File: src/hdl/indexed_sequence_store_macros.svh
// ----------------------------------------------------------------------------
// indexed_sequence_store_macros: assertion helpers
// clocked on clk, disabled while rst_n is low
// ----------------------------------------------------------------------------
`ifndef INDEXED_SEQUENCE_STORE_MACROS_SVH
`define INDEXED_SEQUENCE_STORE_MACROS_SVH

// same-cycle implication
`define ISS_ASSERT_NOW(label, ante, cons, msg) \
  label: assert property (@(posedge clk) disable iff (!rst_n) (ante) |-> (cons)) \
    else $error(msg);

// next-cycle implication
`define ISS_ASSERT_NEXT(label, ante, cons, msg) \
  label: assert property (@(posedge clk) disable iff (!rst_n) (ante) |=> (cons)) \
    else $error(msg);

`endif

File: src/hdl/iss_pkg.sv
// ----------------------------------------------------------------------------
// iss_pkg
// shared sizes, codes and control types of the indexed sequence store
// ----------------------------------------------------------------------------
package iss_pkg;

  localparam int CAPACITY   = 32;
  localparam int DATA_WIDTH = 32;
  localparam int IDX_W      = $clog2(CAPACITY);
  localparam int CNT_W      = $clog2(CAPACITY + 1);

  localparam int ACTION_W = 3;
  localparam int POS_W    = 6;
  localparam int STATUS_W = 3;

  typedef enum logic [ACTION_W-1:0] {
    ACT_INSERT     = 3'd0,
    ACT_REMOVE_POS = 3'd1,
    ACT_REMOVE_VAL = 3'd2,
    ACT_READ       = 3'd3,
    ACT_WRITE      = 3'd4,
    ACT_FIND       = 3'd5
  } action_t;

  typedef enum logic [STATUS_W-1:0] {
    ST_OK       = 3'd0,
    ST_BOUNDS   = 3'd1,
    ST_EMPTY    = 3'd2,
    ST_NOTFOUND = 3'd3,
    ST_FULL     = 3'd4
  } status_t;

  // controller to datapath
  typedef struct packed {
    logic load_in;
    logic match;
    logic exec;
  } iss_cmd_t;

endpackage

File: src/hdl/iss_ctrl.sv
// ----------------------------------------------------------------------------
// iss_ctrl
// sequencer: capture, match, execute; owns the output valid flag
// ----------------------------------------------------------------------------
module iss_ctrl
  import iss_pkg::*;
(
  input  logic     clk,
  input  logic     rst_n,
  input  logic     in_tvalid,
  output logic     in_tready,
  output logic     out_tvalid,
  input  logic     out_tready,
  output iss_cmd_t cmd
);

  typedef enum logic [1:0] {
    S_IDLE,
    S_MATCH,
    S_EXEC
  } state_t;

  state_t state_r, state_nxt;
  logic   out_valid_r, out_valid_nxt;
  logic   slot_free;
  logic   accept;

  assign slot_free  = !out_valid_r || out_tready;
  assign in_tready  = (state_r == S_IDLE) || ((state_r == S_EXEC) && slot_free);
  assign accept     = in_tvalid && in_tready;
  assign out_tvalid = out_valid_r;

  always_comb begin
    cmd.load_in = accept;
    cmd.match   = (state_r == S_MATCH);
    cmd.exec    = (state_r == S_EXEC) && slot_free;
  end

  always_comb begin
    state_nxt     = state_r;
    out_valid_nxt = out_valid_r;
    if (out_tready) begin
      out_valid_nxt = 1'b0;
    end
    case (state_r)
      S_IDLE: begin
        if (accept) begin
          state_nxt = S_MATCH;
        end
      end
      S_MATCH: begin
        state_nxt = S_EXEC;
      end
      S_EXEC: begin
        if (slot_free) begin
          out_valid_nxt = 1'b1;
          state_nxt     = accept ? S_MATCH : S_IDLE;
        end
      end
      default: begin
        state_nxt = S_IDLE;
      end
    endcase
  end

  always_ff @(posedge clk) begin
    if (!rst_n) begin
      state_r     <= S_IDLE;
      out_valid_r <= 1'b0;
    end else begin
      state_r     <= state_nxt;
      out_valid_r <= out_valid_nxt;
    end
  end

endmodule

File: config.mk
export PLATFORM = sky130hd
export DESIGN_NAME = iss_ctrl
export DESIGN_NICKNAME = d
export VERILOG_FILES = /design/src/hdl/indexed_sequence_store_macros.svh /design/src/hdl/iss_pkg.sv /design/src/hdl/iss_ctrl.sv
export SDC_FILE = /design/constraint.sdc
export NUM_CORES = 1
export LEC_CHECK = 0
export ABC_AREA = 0
export BUFFER_PORTS_ARGS = -buffer_cell sky130_fd_sc_hd__buf_2
export CAP_MARGIN = 20
export CORE_AREA = 2 2 39 41
export DETAILED_ROUTE_END_ITERATION = 12
export DIE_AREA = 0 0 41 43
export MAX_ROUTING_LAYER = met4
export PLACE_DENSITY = 0.33
export SLEW_MARGIN = 25
export SYNTH_ARGS = -nofsm -noshare
export SYNTH_HDL_FRONTEND = slang
export SYNTH_SLANG_ARGS = --single-unit
File: constraint.sdc
create_clock -name clk -period 1 [get_ports clk]
set_input_delay 0.15 -clock clk [delete_from_list [all_inputs] [get_ports clk]]
set_output_delay 0.15 -clock clk [all_outputs]
set_load 0.1 [all_outputs]
==> results of run 1 <==
## logic make-up after synthesis
group / after synthesis / synth area share
simple gates: 9 / 0.4628
flops: 3 / 0.3582
compound gates: 2 / 0.08959
buf+inv: 2 / 0.08953
## worst max path at each step
stage,endpoint,slack [ns],cells past startpoint
finish,cmd[2],-0.36,4
global placement,cmd[2],-0.16,4
detailed placement,cmd[2],-0.16,4
global route,cmd[2],-0.41,4
CTS,cmd[2],-0.38,4
floorplan,cmd[2],-0.32,3
## final cells by class
| class | count | area share |
|---|---|---|
| multi-input combinational | 11 | 0.2871 |
| clock buffer | 4 | 0.06625 |
| tap | 16 | 0.05047 |
| timing repair buffer | 15 | 0.4322 |
| sequential | 3 | 0.1640 |
## repair_timing
action / in CTS / in global routing
endpoints found under the hold margin: 0 / 0
hold buffers: 0 / 0
gates resized for setup: 4 / 0
pin swaps: 0 / 1
endpoints found under the setup margin: 5 / 7
buffers inserted: 1 / 1
## metal layers
layer,up-vias,GRT usage
li1,87,-
met1,80,0.08599
met2,8,0.08438
met3,2,0.02094
met4,0,0.1000
met5,-,-
## worst reg2reg max path, stage by stage (launching register included)
cell and delay [ns]:
dfxtp_2 0.31, buf_4 0.10, buf_6 0.08, and2b_2 0.23, buf_4 0.13, o21a_1 0.16
## sequential cells by signal, indices dropped and copies added, names as in the netlist
signal      cells
state_r         2
out_tvalid      1
## synthesized netlist by cell type, drive strengths merged
cell | n | area [sq um]
nand2b | 1 | 6.260
or2b | 1 | 8.760
nor2 | 1 | 3.750
a21boi | 1 | 7.510
nor3b | 1 | 7.510
o21a | 1 | 7.510
and4bb | 1 | 12.51
nor4bb | 1 | 16.27
buf | 2 | 15.01
dfxtp | 3 | 60.06
and2b | 1 | 7.510
nor2b | 1 | 6.260
and3b | 1 | 8.760
## through the flow
step / TNS (ns) / total power [uW] / instance area [sq um] / hold slack (ns)
floorplan: -1.001 / 236.6 / 186.4 / 0.2675
global placement: -0.2860 / 301.1 / 344.1 / 0.3968
detailed placement: -0.2959 / 301.5 / 344.1 / 0.4195
CTS: -1.424 / 523.8 / 389.1 / 0.1760
global route: -1.710 / 541.0 / 396.6 / 0.1904
finish: -1.436 / 511.8 / 396.6 / 0.1751
## power by group through the flow
stage / Clock (uW) / Combinational, uW / Sequential, uW
3_3_place_gp: 0 / 171 / 130
2_1_floorplan: 0 / 95.8 / 141
6_report: 204 / 179 / 129
3_5_place_dp: 0 / 171 / 130
4_1_cts: 218 / 177 / 129
5_1_grt: 225 / 186 / 130
==> results.yml, run 1 <==
power_and_ir_drop:
  p_clk_frac: 0.399
  comb_power_share: 0.349
  power_density_nw_per_um2: 1290
  switching_share: 0.3185
  ir_worst_vdd_mv: 0.4123
  p_leak_uw: 0.0001835
  seqPwrFrac: 0.252
  internal-power_uw: 348.8
  p_sw_uw: 163.0
final_layout:
  area_growth_pct: 136.6
  mostFrequentLayoutCells: "buf_4 (6), buf_12 (5), clkbuf_4 (3), buf_2 (3)"
  final_common_cell: "buf_4"
  drive_above_1_share: 0.8182
  fillers: 153
  fin_util: 0.2866
  fin_nets: 38
  multi_input_area_sq_um: 113.9
  final_cell_count_no_fill: 49
  seq_area_sq_um: 65.06
  diodes: 0
placement:
  gp_congestion: 0.6791
  placement.io_buffers: 8
  placed_cells: 43
  hpwlAfterDp_microns: 359.7
  pre_cts_ws_ns: -0.1575
clock_network:
  htreeDepth: 1
  clock-sinks: 3
  cts_tree: "yes"
  cts.clk_slew.worst_paths_ns: 0.03
  cts-root-buf: "clkbuf_4"
  clk_path_buf_depth: 2
  cts_buffers: 3
  clock_latency_ns: 0.23
floorplanning:
  core_sq_um: 1384
  io_pins: 9
  dieWidth_microns: 41
  dieArea_sq_um: 1763
  floorplan.rows: 14
  die_h_microns: 43
  floorplan.initialDensity: 0.1212
timing:
  fin_ws_ns: -0.3616
  slew_headroom: 0.8807
  period_share: 1.362
  finalHoldViolations: 0
  maxSlewViolCount: 0
  setup-violations-final: 6
  fmax_ghz: 0.7345
  fin_crit_ns: 1.362
  worst_slew_pin_slew_ns: 0.1765
  rsz0062_at_grt: "yes"
  finalClockSkew_ns: 0.0001348
drt:
  drt-met1-wl_microns: 201
  postRouteWirelength_microns: 450
  drc_errors: 0
  first_iter_violations: 0
  met3WireLength_microns: 40
  dr.max_layer_used: "met4"
  ant_nets: 0
  firstDrtPassIters: 1
  viasPerCell: 3.612
  via_count: 177
  wl_per_cell_microns: 9.184
  dr_wl_met2_microns: 199
global_routing:
  grt_pass1_vias: 197
  grt_pass1_wl_microns: 807
  track_usage: 0.07487
  gr-total-overflow: 0
  antenna_found_initial: 0
  grt_max_degree: 6
hold_path:
  min_path_cells: 2
  hold_start: "rst_n"
  min_to: "state_r[1]$_SDFFE_PN0P_"
  hold_path.class: "in -> reg"
worst_setup_path:
  slowest_stage: "dfxtp_4"
  regToRegStartpoint: "state_r[1]$_SDFFE_PN0P_"
  crit_arrival_ns: 1.21
  cp_num_buf_inv: 2
  critPathLaunch: "out_tvalid$_SDFF_PN0_"
  rr_worst_depth: 5
  crit_chain: "and3b_1 > nor3b_2 > buf_4 > buf_12"
  max_stage_delay_ns: 0.33
  path_class: "reg -> out"
  critical_path.max_fanout: 3
  rr_endpoint: "state_r[1]$_SDFFE_PN0P_"
  cp_data_required_time_ns: 0.85
  path_delay_family: "simple AND/OR/NAND/NOR gates"
  startpoint_type: "flop"
  worst_setup_path_end_kind: "output port"
  reg2reg_slack_ns: -0.13
synth:
  synth_warnings: 0
  syn-num-nets: 20
  yosysSeqAreaShare: 0.3582
  synth_seq_cells: 3
  synth_area_sq_um: 167.7
  ys_types: 13
  syn_area_per_cell_sq_um: 10.48
  netlist_instances: 16
outcome:
  status: "finished with violations"
  violations: "negative setup slack"
run:
  drv_cap: 0
Power figures use the tool's default switching activity.
==> inputs of run 2 (changes only) <==
Settings changed: CELL_PAD_IN_SITES_DETAIL_PLACEMENT set to 0, CELL_PAD_IN_SITES_GLOBAL_PLACEMENT set to 2, PLACE_DENSITY 0.33 to 0.48.
==> run 2 against run 1 <==
  * The flow still finishes with violations (negative setup slack)
  * Via count shrank 4.5%
  * Maximum frequency shrank 1.3%
  * Power grew 0.28%
  * Die area is the same
  * Routed wire length grew 1.8%
  * Cell area shrank 0.63%
  * Non-clock buffer count shrank 1
  * Critical path depth is the same
  * Sequential power is essentially flat
  * Highest routed layer is now met3
==> results.yml, run 2 (synthesized netlist as in run 1, its figures left out) <==
hold_path:
  min_path_cells: 2
  hold_path.class: "in -> reg"
worst_setup_path:
  crit_chain: "and3b_2 > nor3b_2 > buf_4 > buf_12"
  cp_data_required_time_ns: 0.85
  crit_cells: 4
  max_stage_delay_ns: 0.34
  rr_worst_depth: 4
  cp_num_buf_inv: 2
  path_delay_family: "simple AND/OR/NAND/NOR gates"
  critical_path.max_fanout: 4
  startpoint_type: "flop"
  path_class: "reg -> out"
  crit_arrival_ns: 1.23
  worst_setup_path_end_kind: "output port"
  slowest_stage: "dfxtp_4"
clock_network:
  cts_buffers: 3
  cts-root-buf: "clkbuf_4"
  cts.clk_slew.worst_paths_ns: 0.03
  clk_path_buf_depth: 2
  cts_tree: "yes"
  clock_latency_ns: 0.23
  clock-sinks: 3
  htreeDepth: 1
  ctsHoldBuffers: 0
timing:
  finalHoldViolations: 0
  slew_headroom: 0.8757
  maxSlewViolCount: 0
  fmax_ghz: 0.7252
  worst_slew_pin_slew_ns: 0.1838
  fin_crit_ns: 1.379
  setup-violations-final: 7
  period_share: 1.379
  finalClockSkew_ns: 0.0007658
  fin_ws_ns: -0.3789
  rsz0062_at_grt: "yes"
floorplanning:
  core_sq_um: 1384
  dieArea_sq_um: 1763
  io_pins: 9
  floorplan.initialDensity: 0.1212
  dieWidth_microns: 41
  die_h_microns: 43
  floorplan.rows: 14
global_routing:
  grt_max_degree: 6
  grt_pass1_wl_microns: 648
  gr-total-overflow: 0
  track_usage: 0.06269
  grt_pass1_vias: 178
  antenna_found_initial: 0
outcome:
  violations: "negative setup slack"
  status: "finished with violations"
final_layout:
  mostFrequentLayoutCells: "buf_12 (5), buf_4 (4), clkbuf_4 (3), buf_2 (3), buf_6 (2)"
  regMostFlops: "state_r"
  drive_above_1_share: 0.8438
  final_common_cell: "buf_12"
  area_growth_pct: 135.1
  fillers: 149
  fin_util: 0.2848
  largest_register_ffs: 2
  fin_nets: 37
  diodes: 0
placement:
  pre_cts_ws_ns: -0.2099
  gp_congestion: 0.6458
  hpwlAfterDp_microns: 347.2
  placement.io_buffers: 8
drt:
  firstDrtPassIters: 2
  ant_nets: 0
  postRouteWirelength_microns: 458
  drc_errors: 0
  first_iter_violations: 4
  viasPerCell: 3.521
  via_count: 169
  wl_per_cell_microns: 9.542
run:
  drv_cap: 0
power_and_ir_drop:
  power.total_uw: 513.2
  internal-power_uw: 348.4
  switching_share: 0.3211
  seqPwrFrac: 0.253
  power_density_nw_per_um2: 1302
  p_clk_frac: 0.401
  comb_power_share: 0.346
  p_leak_uw: 0.0001785
  ir_worst_vdd_mv: 0.4403
  p_sw_uw: 164.8
run 2: cell types whose count changed in the layout (fill, tap and decap cells not counted), sizes merged:
cell  change
buf       -1
run 2: per-stage QoR:
step / hold WS [ns] / TNS [ns] / area [sq um] / std cells
2_1_floorplan: 0.2675 / -1.001 / 186.4 / 16
3_3_place_gp: 0.3922 / -0.3050 / 336.6 / 42
3_5_place_dp: 0.3956 / -0.2970 / 336.6 / 42
4_1_cts: 0.1509 / -1.345 / 377.9 / 47
5_1_grt: 0.1694 / -1.571 / 394.1 / 48
6_report: 0.1571 / -1.317 / 394.1 / 48
run 2: power groups by stage:
| stage | Clock, uW | Combinational (uW) | Sequential (uW) |
|---|---|---|---|
| after floorplan | 0 | 95.8 | 141 |
| after global placement | 0 | 170 | 130 |
| after detailed placement | 0 | 170 | 130 |
| after CTS | 219 | 173 | 129 |
| after global routing | 222 | 183 | 130 |
| final | 206 | 178 | 130 |
run 2: repair_timing:
item,CTS,global route
resized for setup,3,3
endpoints found under the setup margin,5,6
buffers inserted,1,1
pin swaps,0,1
run 2: final timing paths:
kind	slack, ns	endpoint	from
setup / recovery	-0.38	cmd[2]	out_tvalid$_SDFF_PN0_
hold / removal	0.16	state_r[1]$_SDFFE_PN0P_	rst_n
setup reg to reg	-0.03	state_r[1]$_SDFFE_PN0P_	state_r[1]$_SDFFE_PN0P_
hold reg to reg	0.61	out_tvalid$_SDFF_PN0_	out_tvalid$_SDFF_PN0_
run 2: cell type report:
| class | count | area, sq um | share of cell area |
|---|---|---|---|
| multi-input combinational | 11 | 115.1 | 0.2921 |
| clock buffer | 4 | 26.28 | 0.06667 |
| timing repair buffer | 14 | 167.7 | 0.4254 |
| sequential | 3 | 65.06 | 0.1651 |
| tap | 16 | 20.02 | 0.05079 |
run 2: metal layers:
layer / vias up / wire length [microns] / track usage
li1: 87 / - / -
met3: 0 / 47 / 0.03665
met1: 74 / 175 / 0.05769
met4: 0 / 0 / 0.08000
met5: - / 0 / -
met2: 8 / 235 / 0.07500
run 2: worst reg2reg max path: cells and delay by family, from the launching register on:
family,cells,cell delay [ns]
DFF,1,0.32
buffers and inverters,2,0.21
and+or+nand+nor,1,0.24
AOI/OAI and AO/OA,1,0.15
==> inputs of run 3 (changes only) <==
==> constraint.sdc (replaced) <==
create_clock -name clk -period 1 [get_ports clk]
set_input_delay 0.15 -clock clk [delete_from_list [all_inputs] [get_ports clk]]
set_output_delay 0.15 -clock clk [all_outputs]
set_load 0.02 [all_outputs]
==> run 3 against run 2 <==
  * The run still ends with negative setup slack left
  * Cell area decreased by 17%
  * Utilization shrank 4.8 points
  * Maximum frequency up 9.3%
  * Highest routed layer is now met4
  * Combinational power is 60% lower
  * Critical endpoint is now cmd[1]
  * First-iteration DRC count fell by 75%
==> results.yml, run 3 (synthesized netlist as in run 1, its figures left out) <==
outcome:
  status: "finished with violations"
  violations: "negative setup slack"
final_layout:
  diodes: 0
  mostFrequentLayoutCells: "buf_6 (5), buf_4 (5), clkbuf_4 (3), buf_2 (3), dfxtp_2 (3)"
  fin_nets: 36
  final_cell_count_no_fill: 47
  largest_register_ffs: 2
  fillers: 160
  area_growth_pct: 95.52
  regMostFlops: "state_r"
  drive_above_1_share: 0.8065
  stdcell_area_sq_um: 327.8
timing:
  timing.hold.ws_ns: 0.1463
  slew_headroom: 0.8742
  fin_ws_ns: -0.2615
  period_share: 1.262
  finalHoldViolations: 0
  rsz0062_at_grt: "yes"
  finalClockSkew_ns: 0.001715
  fmax_ghz: 0.7927
  worst_slew_pin_slew_ns: 0.1860
  setup-violations-final: 6
  maxSlewViolCount: 0
  fin_crit_ns: 1.262
drt:
  firstDrtPassIters: 2
  dr.max_layer_used: "met4"
  wl_per_cell_microns: 9.787
  drt-met1-wl_microns: 177
  ant_nets: 0
  postRouteWirelength_microns: 460
  first_iter_violations: 1
  drc_errors: 0
  dr_wl_met2_microns: 227
  met3WireLength_microns: 46
  via_count: 179
  viasPerCell: 3.809
placement:
  placed_cells: 39
  placement.io_buffers: 8
  hpwlAfterDp_microns: 270.4
  post_dp_cell_area_sq_um: 224.0
  gp_congestion: 0.5980
power_and_ir_drop:
  p_clk_frac: 0.522
  p_sw_uw: 108.8
  power_density_nw_per_um2: 1303
  switching_share: 0.2549
  ir_worst_vdd_mv: 0.5886
  seqPwrFrac: 0.310
  comb_power_share: 0.167
  internal-power_uw: 318.2
  p_leak_uw: 0.0001567
clock_network:
  clock-sinks: 3
  cts_tree: "yes"
  clock_latency_ns: 0.24
  cts_buffers: 3
  cts.clk_slew.worst_paths_ns: 0.04
  cts-root-buf: "clkbuf_4"
  clk_path_buf_depth: 2
  htreeDepth: 1
  ctsHoldBuffers: 0
worst_setup_path:
  cp_data_required_time_ns: 0.85
  rr_endpoint: "state_r[0]$_SDFFE_PN0P_"
  crit_chain: "buf_4 > buf_6 > and2b_1 > buf_6"
  critical_path.max_fanout: 3
  cpMostUsedCell: "buf_6"
  rr_worst_depth: 4
  path_class: "reg -> out"
  crit_arrival_ns: 1.11
  slowest_stage: "dfxtp_2"
  reg2reg_slack_ns: -0.12
  max_stage_delay_ns: 0.31
  regToRegStartpoint: "state_r[1]$_SDFFE_PN0P_"
  startpoint_type: "flop"
  worst_setup_path_end_kind: "output port"
hold_path:
  hold_start: "rst_n"
  hold_path.class: "in -> reg"
  min_path_cells: 2
  min_to: "state_r[1]$_SDFFE_PN0P_"
floorplanning:
  core_sq_um: 1384
  io_pins: 9
  dieArea_sq_um: 1763
  floorplan.initialDensity: 0.1212
  die_h_microns: 43
  dieWidth_microns: 41
  floorplan.rows: 14
global_routing:
  track_usage: 0.07708
  gr-total-overflow: 0
  grt_pass1_wl_microns: 765
  antenna_found_initial: 0
  grt_max_degree: 7
  grt_pass1_vias: 180
run:
  drv_cap: 0
[run 3: cell count changes in the layout (fill, tap and decap cells not counted), sizes merged]
cell	delta
buf	-1
[run 3: final cells by class]
type	count	area (sq um)	share of cell area
tap	16	20.02	0.06107
clock buffer	4	26.28	0.08015
multi-input combinational	11	108.9	0.3321
sequential	3	63.81	0.1947
timing repair buffer	13	108.9	0.3321
[run 3: layer usage]
metal	up-vias	track usage
met1	81	0.06410
met3	2	0.07853
met4	0	0.06000
met5	-	-
li1	86	-
met2	10	0.09688
[run 3: repair_timing]
action,in CTS,in global routing
pin swaps,0,2
buffers inserted,2,2
endpoints found under the setup margin,4,6
resized for setup,11,5
cloned,0,0
endpoints found under the hold margin,0,0
[run 3: worst max-delay path by stage]
stage	start	end	slack (ns)	cells after the start
after floorplan	out_tvalid$_SDFF_PN0_	cmd[2]	-0.02	3
after global placement	out_tvalid$_SDFF_PN0_	cmd[0]	-0.05	3
after detailed placement	out_tvalid$_SDFF_PN0_	cmd[0]	-0.07	3
after CTS	state_r[1]$_SDFFE_PN0P_	cmd[2]	-0.26	3
after global routing	out_tvalid$_SDFF_PN0_	cmd[2]	-0.32	3
final	state_r[1]$_SDFFE_PN0P_	cmd[1]	-0.26	4
[run 3: metrics by stage]
stage | total power, uW | setup TNS, ns | worst slack (ns) | utilization
finish | 427.0 | -1.013 | -0.2615 | 0.2369
global route | 458.2 | -1.302 | -0.3153 | 0.2369
CTS | 437.6 | -0.8527 | -0.2588 | 0.2152
detailed placement | 183.1 | -0.09687 | -0.06670 | 0.1618
global placement | 182.4 | -0.06886 | -0.05470 | 0.1618
floorplan | 170.1 | -0.02993 | -0.01580 | -
[run 3: critical path: cells and delay by family (launching register included)]
kind / cells / cell delay, ns
flops: 1 / 0.31
buf+inv: 3 / 0.35
simple gates: 1 / 0.21
[run 3: power groups by stage]
stage | Combinational [uW] | Clock [uW] | Sequential, uW
after floorplan | 36.4 | 0 | 134
after global placement | 49.0 | 0 | 133
after detailed placement | 49.3 | 0 | 134
after CTS | 66.4 | 239 | 132
after global routing | 76.3 | 249 | 133
final | 71.4 | 223 | 133
